`src/rtl/core/fptt_pkg.sv`:
```
// Shared widths, register codes, types and helpers for the page-table translator.
package fptt_pkg;

    localparam int VADDR_W      = 24;
    localparam int PADDR_W      = 22;
    localparam int PAGE_BYTES_W = 17;
    localparam int PAGES_W      = 9;
    localparam int FRAMES_W     = 7;
    localparam int EVPAGE_W     = 8;
    localparam int PAGE_IDX_W   = 12;
    localparam int CFG_IDX_W    = 2;
    localparam int QUEUE_DEPTH  = 2;

    localparam int MAX_PAGES_DEF  = 256;
    localparam int MAX_FRAMES_DEF = 64;

    localparam logic [CFG_IDX_W-1:0] CFG_PAGE_BYTES    = 2'd0;
    localparam logic [CFG_IDX_W-1:0] CFG_PAGES_IN_USE  = 2'd1;
    localparam logic [CFG_IDX_W-1:0] CFG_FRAMES_IN_USE = 2'd2;

    localparam logic [PAGE_BYTES_W-1:0] PAGE_BYTES_RST    = 17'd1024;
    localparam logic [PAGES_W-1:0]      PAGES_IN_USE_RST  = 9'd8;
    localparam logic [FRAMES_W-1:0]     FRAMES_IN_USE_RST = 7'd4;

    typedef struct packed {
        logic [PAGE_BYTES_W-1:0] page_bytes;
        logic [PAGES_W-1:0]      pages_in_use;
        logic [FRAMES_W-1:0]     frames_in_use;
    } cfg_t;

    // one classified access waiting for the table stage
    typedef struct packed {
        logic                    out_of_range;
        logic [PAGE_IDX_W-1:0]   page;
        logic [PAGE_BYTES_W-1:0] offset;
    } queue_item_t;

    // a page size of zero behaves as one byte
    function automatic logic [PAGE_BYTES_W-1:0] eff_page_bytes(
        input logic [PAGE_BYTES_W-1:0] raw);
        logic [PAGE_BYTES_W-1:0] res;
        res = (raw == '0) ? PAGE_BYTES_W'(1) : raw;
        return res;
    endfunction

endpackage

```
`src/rtl/core/fifo_page_table_translator_unit.sv`:
```
// Top level of the page-table translator with FIFO frame replacement.
//
//  channel   | handshake             | payload
//  ----------+-----------------------+-------------------------------------------
//  request   | start, busy           | virtual_addr
//  result    | result_valid (strobe) | physical_addr, page_fault, evicted,
//            |                       | evicted_page, out_of_range
//  config    | cfg_valid, cfg_ready  | cfg_index, cfg_data
//
// An item passes through the front divider (one quotient bit a cycle), is handed
// to the queue, then passes through the table stage (read, update, multiply,
// result), which raises the result strobe. busy drops once the item is in the
// queue, so the next item can be accepted while the table stage works; when items
// follow each other, the divider sets the rate.
// After reset the table stage clears its valid and occupancy stores, one entry a
// cycle; busy is high then. Results are shown for one cycle and cannot be held
// off; the two-entry queue lets the divider start the next item while the table
// stage is working.
module fifo_page_table_translator_unit #(
    parameter int MAX_PAGES  = fptt_pkg::MAX_PAGES_DEF,
    parameter int MAX_FRAMES = fptt_pkg::MAX_FRAMES_DEF
) (
    input  logic                               clk,
    input  logic                               rst_n,
    input  logic                               start,
    output logic                               busy,
    input  logic [fptt_pkg::VADDR_W-1:0]       virtual_addr,
    output logic                               result_valid,
    output logic [fptt_pkg::PADDR_W-1:0]       physical_addr,
    output logic                               page_fault,
    output logic                               evicted,
    output logic [fptt_pkg::EVPAGE_W-1:0]      evicted_page,
    output logic                               out_of_range,
    input  logic                               cfg_valid,
    output logic                               cfg_ready,
    input  logic [fptt_pkg::CFG_IDX_W-1:0]     cfg_index,
    input  logic [fptt_pkg::PAGE_BYTES_W-1:0]  cfg_data
);
    import fptt_pkg::*;

    cfg_t        cfg_reg, cfg_next;
    logic        front_busy, clearing;
    logic        q_push, q_pop, q_full, q_empty;
    queue_item_t q_item, q_head;

    assign cfg_ready = 1'b1;
    assign busy      = front_busy || clearing;

    always_comb
    begin
        cfg_next = cfg_reg;
        if (cfg_valid)
        begin
            case (cfg_index)
                CFG_PAGE_BYTES:    cfg_next.page_bytes    = cfg_data;
                CFG_PAGES_IN_USE:  cfg_next.pages_in_use  = cfg_data[PAGES_W-1:0];
                CFG_FRAMES_IN_USE: cfg_next.frames_in_use = cfg_data[FRAMES_W-1:0];
                default:           cfg_next = cfg_reg;
            endcase
        end
    end

    always_ff @(posedge clk or negedge rst_n)
    begin
        if (!rst_n)
        begin
            cfg_reg.page_bytes    <= PAGE_BYTES_RST;
            cfg_reg.pages_in_use  <= PAGES_IN_USE_RST;
            cfg_reg.frames_in_use <= FRAMES_IN_USE_RST;
        end
        else
        begin
            cfg_reg <= cfg_next;
        end
    end

    fptt_front #(
        .MAX_PAGES (MAX_PAGES)
    ) u_front (
        .clk          (clk),
        .rst_n        (rst_n),
        .start        (start),
        .hold         (clearing),
        .virtual_addr (virtual_addr),
        .cfg          (cfg_reg),
        .q_full       (q_full),
        .q_push       (q_push),
        .q_item       (q_item),
        .front_busy   (front_busy)
    );

    fptt_queue u_queue (
        .clk       (clk),
        .rst_n     (rst_n),
        .push      (q_push),
        .push_item (q_item),
        .pop       (q_pop),
        .head_item (q_head),
        .full      (q_full),
        .empty     (q_empty)
    );

    fptt_back #(
        .MAX_PAGES  (MAX_PAGES),
        .MAX_FRAMES (MAX_FRAMES)
    ) u_back (
        .clk           (clk),
        .rst_n         (rst_n),
        .cfg           (cfg_reg),
        .q_empty       (q_empty),
        .q_head        (q_head),
        .q_pop         (q_pop),
        .clearing      (clearing),
        .result_valid  (result_valid),
        .physical_addr (physical_addr),
        .page_fault    (page_fault),
        .evicted       (evicted),
        .evicted_page  (evicted_page),
        .out_of_range  (out_of_range)
    );

endmodule

```
`src/rtl/core/fptt_front.sv`:
```
// Front end: accepts an address, splits it into page and offset, classifies range.
module fptt_front #(
    parameter int MAX_PAGES = fptt_pkg::MAX_PAGES_DEF
) (
    input  logic                          clk,
    input  logic                          rst_n,
    input  logic                          start,
    input  logic                          hold,
    input  logic [fptt_pkg::VADDR_W-1:0]  virtual_addr,
    input  fptt_pkg::cfg_t                cfg,
    input  logic                          q_full,
    output logic                          q_push,
    output fptt_pkg::queue_item_t         q_item,
    output logic                          front_busy
);
    import fptt_pkg::*;

    localparam logic [1:0] ST_IDLE = 2'd0;
    localparam logic [1:0] ST_DIV  = 2'd1;
    localparam logic [1:0] ST_PUSH = 2'd2;
    localparam int CNT_W = $clog2(VADDR_W + 1);

    logic [1:0]              state_reg, state_next;
    logic [CNT_W-1:0]        cnt_reg, cnt_next;
    logic [VADDR_W-1:0]      quo_reg, quo_next;
    logic [PAGE_BYTES_W-1:0] rem_reg, rem_next;
    logic [PAGE_BYTES_W-1:0] div_reg, div_next;

    logic [PAGE_BYTES_W:0]   trial;
    logic                    take;
    logic [VADDR_W-1:0]      npages;

    // restoring division, one quotient bit per cycle
    assign trial = {rem_reg, quo_reg[VADDR_W-1]};
    assign take  = trial >= {1'b0, div_reg};

    assign npages = (PAGES_W'(cfg.pages_in_use) > PAGES_W'(MAX_PAGES) && MAX_PAGES < 512)
                  ? VADDR_W'(MAX_PAGES) : VADDR_W'(cfg.pages_in_use);

    assign front_busy          = state_reg != ST_IDLE;
    assign q_item.out_of_range = quo_reg >= npages;
    assign q_item.page         = PAGE_IDX_W'(quo_reg);
    assign q_item.offset       = rem_reg;
    assign q_push              = (state_reg == ST_PUSH) && !q_full;

    always_comb
    begin
        state_next = state_reg;
        cnt_next   = cnt_reg;
        quo_next   = quo_reg;
        rem_next   = rem_reg;
        div_next   = div_reg;
        case (state_reg)
            ST_IDLE:
            begin
                if (start && !hold)
                begin
                    quo_next   = virtual_addr;
                    rem_next   = '0;
                    div_next   = eff_page_bytes(cfg.page_bytes);
                    cnt_next   = CNT_W'(VADDR_W);
                    state_next = ST_DIV;
                end
            end
            ST_DIV:
            begin
                rem_next = take ? PAGE_BYTES_W'(trial - {1'b0, div_reg})
                                : PAGE_BYTES_W'(trial);
                quo_next = {quo_reg[VADDR_W-2:0], take};
                cnt_next = cnt_reg - CNT_W'(1);
                if (cnt_reg == CNT_W'(1))
                    state_next = ST_PUSH;
            end
            ST_PUSH:
            begin
                if (!q_full)
                    state_next = ST_IDLE;
            end
            default:
            begin
                state_next = ST_IDLE;
            end
        endcase
    end

    always_ff @(posedge clk or negedge rst_n)
    begin
        if (!rst_n)
        begin
            state_reg <= ST_IDLE;
            cnt_reg   <= '0;
        end
        else
        begin
            state_reg <= state_next;
            cnt_reg   <= cnt_next;
        end
    end

    always_ff @(posedge clk)
    begin
        quo_reg <= quo_next;
        rem_reg <= rem_next;
        div_reg <= div_next;
    end

endmodule

```
`src/rtl/core/fptt_queue.sv`:
```
// Two-entry queue between the front end and the table stage.
module fptt_queue (
    input  logic                  clk,
    input  logic                  rst_n,
    input  logic                  push,
    input  fptt_pkg::queue_item_t push_item,
    input  logic                  pop,
    output fptt_pkg::queue_item_t head_item,
    output logic                  full,
    output logic                  empty
);
    import fptt_pkg::*;

    localparam int PTR_W = $clog2(QUEUE_DEPTH);
    localparam int CNT_W = $clog2(QUEUE_DEPTH + 1);

    queue_item_t      slot_reg [QUEUE_DEPTH];
    logic [PTR_W-1:0] wr_ptr_reg, wr_ptr_next;
    logic [PTR_W-1:0] rd_ptr_reg, rd_ptr_next;
    logic [CNT_W-1:0] count_reg, count_next;
    logic             do_push, do_pop;

    assign full      = count_reg == CNT_W'(QUEUE_DEPTH);
    assign empty     = count_reg == '0;
    assign do_push   = push && !full;
    assign do_pop    = pop && !empty;
    assign head_item = slot_reg[rd_ptr_reg];

    always_comb
    begin
        wr_ptr_next = wr_ptr_reg;
        rd_ptr_next = rd_ptr_reg;
        count_next  = count_reg;
        if (do_push)
            wr_ptr_next = (wr_ptr_reg == PTR_W'(QUEUE_DEPTH - 1)) ? '0 : wr_ptr_reg + PTR_W'(1);
        if (do_pop)
            rd_ptr_next = (rd_ptr_reg == PTR_W'(QUEUE_DEPTH - 1)) ? '0 : rd_ptr_reg + PTR_W'(1);
        if (do_push && !do_pop)
            count_next = count_reg + CNT_W'(1);
        else if (do_pop && !do_push)
            count_next = count_reg - CNT_W'(1);
    end

    always_ff @(posedge clk or negedge rst_n)
    begin
        if (!rst_n)
        begin
            wr_ptr_reg <= '0;
            rd_ptr_reg <= '0;
            count_reg  <= '0;
        end
        else
        begin
            wr_ptr_reg <= wr_ptr_next;
            rd_ptr_reg <= rd_ptr_next;
            count_reg  <= count_next;
        end
    end

    always_ff @(posedge clk)
    begin
        if (do_push)
            slot_reg[wr_ptr_reg] <= push_item;
    end

endmodule

```
`src/rtl/core/fptt_back.sv`:
```
// Table stage: page lookup, FIFO frame replacement and address rebuild.
module fptt_back #(
    parameter int MAX_PAGES  = fptt_pkg::MAX_PAGES_DEF,
    parameter int MAX_FRAMES = fptt_pkg::MAX_FRAMES_DEF
) (
    input  logic                           clk,
    input  logic                           rst_n,
    input  fptt_pkg::cfg_t                 cfg,
    input  logic                           q_empty,
    input  fptt_pkg::queue_item_t          q_head,
    output logic                           q_pop,
    output logic                           clearing,
    output logic                           result_valid,
    output logic [fptt_pkg::PADDR_W-1:0]   physical_addr,
    output logic                           page_fault,
    output logic                           evicted,
    output logic [fptt_pkg::EVPAGE_W-1:0]  evicted_page,
    output logic                           out_of_range
);
    import fptt_pkg::*;

    localparam int PW    = $clog2(MAX_PAGES);
    localparam int FW    = (MAX_FRAMES > 1) ? $clog2(MAX_FRAMES) : 1;
    localparam int NFW_A = $clog2(MAX_FRAMES + 1);
    localparam int NFW   = (NFW_A > FRAMES_W) ? NFW_A : FRAMES_W;
    localparam int CLR_N = (MAX_PAGES > MAX_FRAMES) ? MAX_PAGES : MAX_FRAMES;
    localparam int CLRW  = $clog2(CLR_N);
    localparam int PRODW = FW + PAGE_BYTES_W;
    localparam int SUMW  = ((PRODW > PADDR_W) ? PRODW : PADDR_W) + 1;

    localparam logic [2:0] ST_CLEAR = 3'd0;
    localparam logic [2:0] ST_IDLE  = 3'd1;
    localparam logic [2:0] ST_RD    = 3'd2;
    localparam logic [2:0] ST_MUL   = 3'd3;
    localparam logic [2:0] ST_OUT   = 3'd4;

    // table storage
    logic          page_valid_mem [MAX_PAGES];
    logic [FW-1:0] page_frame_mem [MAX_PAGES];
    logic          frame_occ_mem  [MAX_FRAMES];
    logic [PW-1:0] frame_owner_mem[MAX_FRAMES];

    logic          pv_rdata, fo_rdata;
    logic [FW-1:0] pf_rdata;
    logic [PW-1:0] fw_rdata;

    logic          pv_we, pv_wdata, pf_we, fo_we, fo_wdata, fw_we;
    logic [PW-1:0] pv_waddr;
    logic [FW-1:0] fo_waddr;

    logic [2:0]              state_reg, state_next;
    logic [CLRW-1:0]         clr_reg, clr_next;
    logic [FW-1:0]           ptr_reg, ptr_next;
    logic [PW-1:0]           page_reg, page_next;
    logic [PAGE_BYTES_W-1:0] offset_reg, offset_next;
    logic                    oor_reg, oor_next;
    logic [FW-1:0]           f_reg, f_next;
    logic [FW-1:0]           frame_reg, frame_next;
    logic                    fault_reg, fault_next;
    logic                    ev_reg, ev_next;
    logic [PW-1:0]           evpage_reg, evpage_next;
    logic [PRODW-1:0]        prod_reg, prod_next;

    logic [NFW-1:0]          nframes;
    logic [FW-1:0]           f_sel;
    logic [NFW-1:0]          f_inc;
    logic [PAGE_BYTES_W-1:0] psize;
    logic [SUMW-1:0]         sum;
    logic                    clr_page, clr_frame;

    assign psize   = eff_page_bytes(cfg.page_bytes);
    assign nframes = (cfg.frames_in_use == '0) ? NFW'(1)
                   : (NFW'(cfg.frames_in_use) > NFW'(MAX_FRAMES)) ? NFW'(MAX_FRAMES)
                   : NFW'(cfg.frames_in_use);
    // a pointer left beyond a shrunk frame count restarts at frame 0
    assign f_sel   = (NFW'(ptr_reg) < nframes) ? ptr_reg : '0;
    assign f_inc   = NFW'(f_reg) + NFW'(1);

    assign clr_page  = {1'b0, clr_reg} < (CLRW + 1)'(MAX_PAGES);
    assign clr_frame = {1'b0, clr_reg} < (CLRW + 1)'(MAX_FRAMES);

    assign clearing = state_reg == ST_CLEAR;
    assign q_pop    = (state_reg == ST_IDLE) && !q_empty;

    always_comb
    begin
        pv_we    = 1'b0;
        pv_waddr = page_reg;
        pv_wdata = 1'b0;
        pf_we    = 1'b0;
        fo_we    = 1'b0;
        fo_waddr = f_reg;
        fo_wdata = 1'b0;
        fw_we    = 1'b0;

        state_next  = state_reg;
        clr_next    = clr_reg;
        ptr_next    = ptr_reg;
        page_next   = page_reg;
        offset_next = offset_reg;
        oor_next    = oor_reg;
        f_next      = f_reg;
        frame_next  = frame_reg;
        fault_next  = fault_reg;
        ev_next     = ev_reg;
        evpage_next = evpage_reg;
        prod_next   = prod_reg;

        case (state_reg)
            ST_CLEAR:
            begin
                pv_we    = clr_page;
                pv_waddr = PW'(clr_reg);
                fo_we    = clr_frame;
                fo_waddr = FW'(clr_reg);
                clr_next = clr_reg + CLRW'(1);
                if (clr_reg == CLRW'(CLR_N - 1))
                    state_next = ST_IDLE;
            end
            ST_IDLE:
            begin
                if (!q_empty)
                begin
                    page_next   = PW'(q_head.page);
                    offset_next = q_head.offset;
                    oor_next    = q_head.out_of_range;
                    f_next      = f_sel;
                    state_next  = ST_RD;
                end
            end
            ST_RD:
            begin
                fault_next  = 1'b0;
                ev_next     = 1'b0;
                evpage_next = '0;
                frame_next  = '0;
                if (!oor_reg)
                begin
                    if (pv_rdata)
                        frame_next = pf_rdata;
                    else
                    begin
                        frame_next = f_reg;
                        fault_next = 1'b1;
                        if (fo_rdata)
                        begin
                            ev_next     = 1'b1;
                            evpage_next = fw_rdata;
                        end
                        pv_we    = 1'b1;
                        pv_wdata = 1'b1;
                        pf_we    = 1'b1;
                        fo_we    = 1'b1;
                        fo_wdata = 1'b1;
                        fw_we    = 1'b1;
                        ptr_next = (f_inc == nframes) ? '0 : FW'(f_inc);
                    end
                end
                state_next = ST_MUL;
            end
            ST_MUL:
            begin
                // the displaced page loses its mapping
                pv_we     = ev_reg;
                pv_waddr  = evpage_reg;
                prod_next = PRODW'(frame_reg) * PRODW'(psize);
                state_next = ST_OUT;
            end
            ST_OUT:
            begin
                state_next = ST_IDLE;
            end
            default:
            begin
                state_next = ST_IDLE;
            end
        endcase
    end

    always_ff @(posedge clk or negedge rst_n)
    begin
        if (!rst_n)
        begin
            state_reg <= ST_CLEAR;
            clr_reg   <= '0;
            ptr_reg   <= '0;
        end
        else
        begin
            state_reg <= state_next;
            clr_reg   <= clr_next;
            ptr_reg   <= ptr_next;
        end
    end

    always_ff @(posedge clk)
    begin
        page_reg   <= page_next;
        offset_reg <= offset_next;
        oor_reg    <= oor_next;
        f_reg      <= f_next;
        frame_reg  <= frame_next;
        fault_reg  <= fault_next;
        ev_reg     <= ev_next;
        evpage_reg <= evpage_next;
        prod_reg   <= prod_next;
    end

    always_ff @(posedge clk)
    begin
        if (pv_we)
            page_valid_mem[pv_waddr] <= pv_wdata;
        pv_rdata <= page_valid_mem[PW'(q_head.page)];
    end

    always_ff @(posedge clk)
    begin
        if (pf_we)
            page_frame_mem[page_reg] <= f_reg;
        pf_rdata <= page_frame_mem[PW'(q_head.page)];
    end

    always_ff @(posedge clk)
    begin
        if (fo_we)
            frame_occ_mem[fo_waddr] <= fo_wdata;
        fo_rdata <= frame_occ_mem[f_sel];
    end

    always_ff @(posedge clk)
    begin
        if (fw_we)
            frame_owner_mem[f_reg] <= page_reg;
        fw_rdata <= frame_owner_mem[f_sel];
    end

    assign sum           = SUMW'(prod_reg) + SUMW'(offset_reg);
    assign result_valid  = state_reg == ST_OUT;
    assign physical_addr = oor_reg ? '0 : sum[PADDR_W-1:0];
    assign page_fault    = fault_reg;
    assign evicted       = ev_reg;
    assign evicted_page  = EVPAGE_W'(evpage_reg);
    assign out_of_range  = oor_reg;

endmodule

```
`config.mk`:
```
export PLATFORM = sky130hd
export DESIGN_NAME = fifo_page_table_translator_unit
export DESIGN_NICKNAME = d
export VERILOG_FILES = /design/src/rtl/core/fptt_pkg.sv /design/src/rtl/core/fifo_page_table_translator_unit.sv /design/src/rtl/core/fptt_front.sv /design/src/rtl/core/fptt_queue.sv /design/src/rtl/core/fptt_back.sv
export SDC_FILE = /design/constraint.sdc
export NUM_CORES = 2
export LEC_CHECK = 0
export ABC_CLOCK_PERIOD_IN_PS = 11230
export BUFFER_PORTS_ARGS = -buffer_cell sky130_fd_sc_hd__buf_2
export CORE_UTILIZATION = 30
export DETAILED_ROUTE_END_ITERATION = 16
export SYNTH_ARGS = -nofsm -noshare
export SYNTH_HDL_FRONTEND = slang
export SYNTH_SLANG_ARGS = --single-unit
```
`constraint.sdc`:
```
create_clock -name clk -period 11.23 [get_ports clk]
set_clock_uncertainty 0.15 [all_clocks]
set_input_delay 2.8075 -clock clk [delete_from_list [all_inputs] [get_ports clk]]
set_output_delay 2.8075 -clock clk [all_outputs]
set_load 0.03 [all_outputs]
```
After elaboration in Yosys (flattened, before gate mapping)
Memories as Yosys holds them, arrays and structs flattened. A register that Yosys moved wholly into a read port is not among the register bits.
Cells that the tools add are included.
{"block": "word_totals", "reg_bits": 189, "ramBits": 2428, "input_bits": 47, "out_inout_bits": 36, "wordCells": 140, "n_memories": 5}
{"block": "op_classes", "n_addsub": 9, "n_mul": 1, "magnitude_cmp": 6, "eq_ne": 17, "muxes": 42, "bitwise_logic": 4, "reduce_logical": 33}
{"name": "u_back.page_frame_mem", "depth": 256, "word_bits": 6, "rd": 1, "rd_ports_with_merged_regs": 1, "write_ports": 1, "line_no": "fptt_back.sv:39", "text": "logic [FW-1:0] page_frame_mem [MAX_PAGES];"}
{"name": "u_back.frame_owner_mem", "depth": 64, "word_bits": 8, "rd": 1, "rd_ports_with_merged_regs": 1, "write_ports": 1, "line_no": "fptt_back.sv:41", "text": "logic [PW-1:0] frame_owner_mem[MAX_FRAMES];"}
{"name": "u_back.page_valid_mem", "depth": 256, "word_bits": 1, "rd": 1, "rd_ports_with_merged_regs": 1, "write_ports": 1, "line_no": "fptt_back.sv:38", "text": "logic page_valid_mem [MAX_PAGES];"}
{"name": "u_back.frame_occ_mem", "depth": 64, "word_bits": 1, "rd": 1, "rd_ports_with_merged_regs": 1, "write_ports": 1, "line_no": "fptt_back.sv:40", "text": "logic frame_occ_mem [MAX_FRAMES];"}
{"name": "u_queue.slot_reg", "depth": 2, "word_bits": 30, "rd": 1, "rd_ports_with_merged_regs": 0, "write_ports": 1, "line_no": "fptt_queue.sv:17", "text": "queue_item_t slot_reg [QUEUE_DEPTH];"}
{"operator": "two-way mux 17 bit", "n": 3}
{"operator": "case mux 24 bit (2 select lines)", "n": 1}
{"operator": "case mux 17 bit (2 select lines)", "n": 1}
{"operator": ">= comparator 24 bit", "n": 1}
{"operator": "two-way mux 24 bit", "n": 1}
{"operator": "two-way mux 6 bit", "n": 4}
{"operator": "adder 22 x 17 -> 22 bit", "n": 1}
{"operator": "multiplier 6 x 17 -> 22 bit", "n": 1}
{"operator": "two-way mux 22 bit", "n": 1}
{"operator": ">= comparator 18 x 17 -> 1 bit", "n": 1}
{"operator": "logical NOT 17 bit", "n": 1}
{"operator": "subtractor 17 bit", "n": 1}
{"operator": "case mux 8 bit (2 select lines)", "n": 1}
{"operator": "two-way mux 1 bit", "n": 14}
{"operator": "two-way mux 7 bit", "n": 2}
{"operator": "AND reduction 2 bit", "n": 7}
{"operator": "case mux 3 bit (4 select lines)", "n": 1}
{"operator": "two-way mux 2 bit", "n": 5}
{"operator": "case mux 5 bit (2 select lines)", "n": 1}
{"operator": "greater-than comparator 9 bit (second input constant)", "n": 1}
{"operator": "two-way mux 9 bit", "n": 1}
{"operator": "adder 8 x 1 -> 8 bit (second input constant)", "n": 1}
{"operator": "== test 8 bit (second input constant)", "n": 1}
{"operator": "less-than comparator 8 x 7 -> 1 bit (second input constant)", "n": 1}
{"operator": "32 further kinds", "n": 59}

Longest topological paths before layout
{"block": "depth", "depth_word": 8, "depth_mapped": 18}

By module
Synthesis repeated with hierarchy kept, for this count alone.
{"block": "hier_totals", "cells_unflattened": 6180, "hier_area_um2": 109306.1}
{"mod": "fptt_back", "instances": 1, "cells_per_inst": 5548, "area_per_inst_um2": 101372.2, "seq_area_each_um2": 73955.9}
{"mod": "fptt_front", "instances": 1, "cells_per_inst": 447, "area_per_inst_um2": 4189.0, "seq_area_each_um2": 1916.8}
{"mod": "fptt_queue", "instances": 1, "cells_per_inst": 112, "area_per_inst_um2": 2481.1, "seq_area_each_um2": 1901.8}
{"mod": "fifo_page_table_translator_unit", "instances": 1, "cells_per_inst": 73, "area_per_inst_um2": 1263.7, "seq_area_each_um2": 829.5}

Worst setup path before layout
OpenSTA, ideal clock, no wires.
{"block": "synth_path", "path_kind": "reg-to-reg", "start": "reg u_back.state_reg[0]", "end": "mem u_back.frame_owner_mem[48][0] (netlist name) (enable)", "setup_ns": 0.376, "arrival_ns": 8.647, "slack_ns": 2.056, "stages_incl_launch_ff": 8, "n_path_buf": 1, "path_cell_list": "dfrtp_1 nand2b_1 nor2_1 nand2_1 inv_1 buf_1 nand4b_1 nor2_1"}
{"block": "synth_via", "elab_chain_len": 4}
{"element": "start: declaration", "line_no": "fptt_back.sv:51", "text": "logic [2:0] state_reg, state_next;"}
{"element": "start signal: assignment", "line_no": "fptt_back.sv:190", "text": "state_reg <= state_next;"}
{"element": "== test 3 x 2 -> 1 bit"}
{"element": "two-way mux 1 bit"}
{"element": "via u_back.fo_wdata", "line_no": "fptt_back.sv:47", "text": "logic pv_we, pv_wdata, pf_we, fo_we, fo_wdata, fw_we;"}
{"element": "two-way mux 1 bit", "line_no": "fptt_back.sv:232", "text": "if (fw_we)"}
{"element": "two-way mux 1 bit (implied by the code)", "line_no": "fptt_back.sv:233", "text": "frame_owner_mem[f_reg] <= page_reg;"}
{"element": "end: declaration", "line_no": "fptt_back.sv:41"}
The timed path passes the listed nets, and every way through them passes these cells.

Worst setup path in the final report
{"block": "layout_path", "start": "reg u_back.offset_reg[0]", "end": "out physical_addr[20] (netlist name)"}
{"block": "layout_via", "elab_chain_len": 2}
{"element": "start: declaration", "line_no": "fptt_back.sv:55", "text": "logic [PAGE_BYTES_W-1:0] offset_reg, offset_next;"}
{"element": "start signal: assignment", "line_no": "fptt_back.sv:199", "text": "offset_reg <= offset_next;"}
{"element": "adder 22 x 17 -> 22 bit", "line_no": "fptt_back.sv:237", "text": "assign sum = SUMW'(prod_reg) + SUMW'(offset_reg);"}
{"element": "two-way mux 22 bit", "line_no": "fptt_back.sv:239", "text": "assign physical_addr = oor_reg ? '0 : sum[PADDR_W-1:0];"}
{"element": "end: declaration", "line_no": "fifo_page_table_translator_unit.sv:29", "text": "output logic [fptt_pkg::PADDR_W-1:0] physical_addr,"}
No other way between the ends.

==> summary.md <==
| Metric | Value |
|---|---|
| Outcome | `complete, no violations` |
| Clk sinks | `2625` |
| Max Buffers Root-to-Sink | `4` |
| Initial antenna violation count | `14` |
| H-tree Lvls | `5` |
| Core area | `0.363 mm²` |
| Global-route wire length before repair | `437000 µm` |
| Synth-to-layout area growth | `13.2%` |
| Final period utilization | `64.3%` |
| Fmax | `0.139 GHz` |
| Pint | `16.4 mW` |
| DR vias | `69700` |
| Sw Share | `20.7%` |
| Largest regs | `u_back.page_frame_mem (1536), u_back.frame_owner_mem (512), u_back.page_valid_mem (256)` |
| Critical path launch point | `u_back.offset_reg[0]` |
| Sequential power share | `51.7%` |
| Port bufs | `81` |
| Placed Cells | `13000` |
| Data required, critical path | `8.27 ns` |
| Num ports | `83` |
| Number of setup buffers added after CTS | `0` |
| Die outline width | `607 µm` |
| Leakage power total | `38.0 nW` |
| Clock Latency Late Sink | `0.95 ns` |
| Clk pwr share | `44.1%` |
| YS warnings | `0` |
| Largest register FFs | `1536` |
| Critical path type | `reg2out` |
| CTS tree | `done` |
| Clock transition at path regs | `0.06 ns` |
| Setup TNS | `0 ns` |
| Fin crit period | `7.22 ns` |
| Iteration-0 DRC Markers | `8168` |
| Post-synth EDFFs | `2548` |
| Wire per inst | `22.0 µm` |
| Combinational power share | `4.2%` |
| Setup violators final | `0` |
| Hold WC Path Type | `reg2reg` |
| Final std cells w/o fill | `13500` |
| Worst Min Path Start | `cfg_reg[7]` |
| Fin nets | `8650` |
| IR drop worst, VDD | `0.142 mV` |
| CTS Hold Bufs | `0` |
| Cell variety after synth | `77` |
| Root Driver | `clkbuf_16` |
| Die Y | `607 µm` |
| Cells after Synth | `8492` |
| Core Rows | `221` |
| Fin. Hold Viols | `0` |
| Net Count, Synth | `8684` |
| Number of global-route vias before repair | `67400` |
| Residual DRC count | `0` |
| Drt pass-1 iters | `8` |
| Net switching power | `4.29 mW` |
| Largest net degree at the start of global routing | `182` |
| Final Max Slew Viols | `0` |
| TritonCTS Buffers | `291` |
| Effective utilization at floorplan | `30.2%` |
| Asr flop ratio synth | `2.32%` |
| Synthesis-stage register bit count | `2625` |
| Antenna viol nets, final | `0` |
| Placer Congestion | `0.869` |
| Relative slew margins | `10.4%` |
| WP data arrival | `4.26 ns` |
| Worst hold margin | `0.350 ns` |
| Syn Std Cell Area | `0.110 mm²` |
| PostCTS Resize Cnt | `0` |
| Register area share after synthesis | `71.4%` |
| Crit path launch type | `flip-flop` |
| Average size of a mapped cell | `12.9 µm²` |
| Gr usage total | `15.6%` |
| # Max-Cap Violations | `0` |
| DPL Wire Length | `174000 µm` |
| Share of cells above drive strength 1 | `8.23%` |
| Reg-to-Reg Start | `u_queue.rd_ptr_reg` |
| Vias per cell | `5.18` |
| Grt total ovfl | `0` |
| Routed WL | `296000 µm` |
| Max Fanout on Critical Path | `4` |
| Power per Cell Area | `167 mW/mm²` |
| Largest Register | `u_back.page_frame_mem` |
| Primary FF master, synth | `edfxtp_1` |
| Tightest Pin Transition | `1.33 ns` |
| RSZ-0062 raised after global routing | `no` |
| Die area | `0.368 mm²` |
| Worst Setup End Kind | `output pin` |
-- synth_stat cells (18+ instances only) --
library cell  number  area [µm²]
edfxtp_1        2548       76500
nand2_1         1712        6430
a21oi_1          826        4130
nor2_1           793        2980
clkbuf_1         371        1390
mux2i_1          352        3520
o22ai_1          274        1710
nor4_1           237        1480
inv_1            128         480
nand3_1          101         505
and2_1           100         626
buf_2             85         425
ha_1              83        1040
mux2_2            73         822
fa_1              62        1240
buf_1             59         221
dfrtp_1           58        1450
o21ai_0           53         265
a22oi_1           51         383
and3_1            51         319
nor3_1            45         225
xnor2_1           37         324
a32oi_1           36         315
nor2b_1           34         213
nand4_1           26         163
xor2_1            26         228
a21o_1            21         158
o211ai_1          20         150
or4_1             20         150
o32ai_1           18         158
-- path summary, 6_finish.rpt --
path                       slack [ns]            endpoint  depth (start not counted)
hold / removal                   0.35          cfg_reg[7]                          1
setup / recovery                 4.01   physical_addr[20]                         12
setup reg to reg                 5.14  u_back.pf_rdata[0]                         11
min in group asynchronous        1.94          cfg_reg[5]                          2
hold reg to reg                  0.35          cfg_reg[7]                          1
max in group asynchronous        8.36  u_queue.rd_ptr_reg                          2
-- stage by stage --
stage	power, mW	util (%)	instance area [µm²]	setup WS [ns]
final	20.7	34.2	124000	4.01
after global routing	21.3	34.2	124000	3.76
after CTS	20.8	34.2	124000	3.94
after detailed placement	11.8	31.7	115000	4.94
after global placement	11.8	31.7	115000	4.68
after floorplan	11.5	-	110000	2.06
-- logic make-up (layout without fill, tap and decap cells) --
group	Yosys count	in the layout	synth area share, %
buffers and inverters	654	821	2.36
AO/OA/AOI/OAI	1403	1403	7.41
flip-flops	2625	2625	71.4
adder cells (fa/ha/maj)	145	145	2.08
XOR/XNOR	63	63	0.503
multiplexers	426	426	3.98
other	1	6	0.00342
AND/OR/NAND/NOR	3175	3175	12.3
-- placed cells by master (no fill, tap or decap), drive strengths merged, types with 10 or more instances in the layout --
cell type  synthesis  layout
buf              150     195
nor2b             34      34
fa                62      62
o221ai            11      11
dfxtp             16      16
mux2i            353     353
o21ai             57      57
nor3              45      45
or3               10      10
nand2           1712    1712
ha                83      83
a31oi             15      15
xnor2             37      37
o22ai            274     274
nor4             237     237
nand3            101     101
or2               10      10
and2             100     100
a32oi             37      37
bufinv             0      23
inv              130     140
nand4             26      26
nor2             793     793
a21o              21      21
clkbuf           372     361
a22oi             51      51
nand2b            13      13
edfxtp          2548    2548
o32ai             18      18
clkinv             2      94
a21oi            827     827
dfrtp             58      58
mux2              73      73
or4               20      20
and3              51      51
o211ai            20      20
xor2              26      26
a211oi            10      10
-- critical path, cell delays in order (launching register included) --
cell and delay (ns):
edfxtp_1 0.39, ha_1 0.24, fa_1 0.43, a21o_1 0.21, a211oi_1 0.28, nor2_1 0.11, o41ai_1 0.28, buf_4 0.20
o311ai_0 0.21, a31oi_1 0.34, o21ai_0 0.16, mux2_2 0.33, buf_2 0.19
-- layout make-up --
class	count	area, µm²
Clock buffer	361	7710
Antenna cell	5	12.5
Timing Repair Buffer	195	1370
Sequential cell	2625	78400
Fill cell	35200	239000
Inverter	132	523
Clock inverter	133	1270
Tap cell	4794	6000
Multi-Input combinational cell	5213	29000
-- metal layers --
layer  up-vias  routed length, µm  GRT usage, %  part of all wire, %
li1      31100                  -             -                    -
met1     35100             126000          22.0                   43
met2      3004             136000          24.5                   46
met3       529              25400          2.73                  8.6
met4         8               8610          4.82                  2.9
met5         -                 60             0                0.020
-- power by group through the flow --
stage	Combinational, mW	Clock, mW	Sequential (mW)
final	0.870	9.14	10.7
after global routing	0.987	9.62	10.7
after CTS	0.879	9.25	10.7
after detailed placement	0.872	0	10.9
after global placement	0.858	0	10.9
after floorplan	0.666	0	10.9
Note: power is estimated with default switching activity, not from simulation.
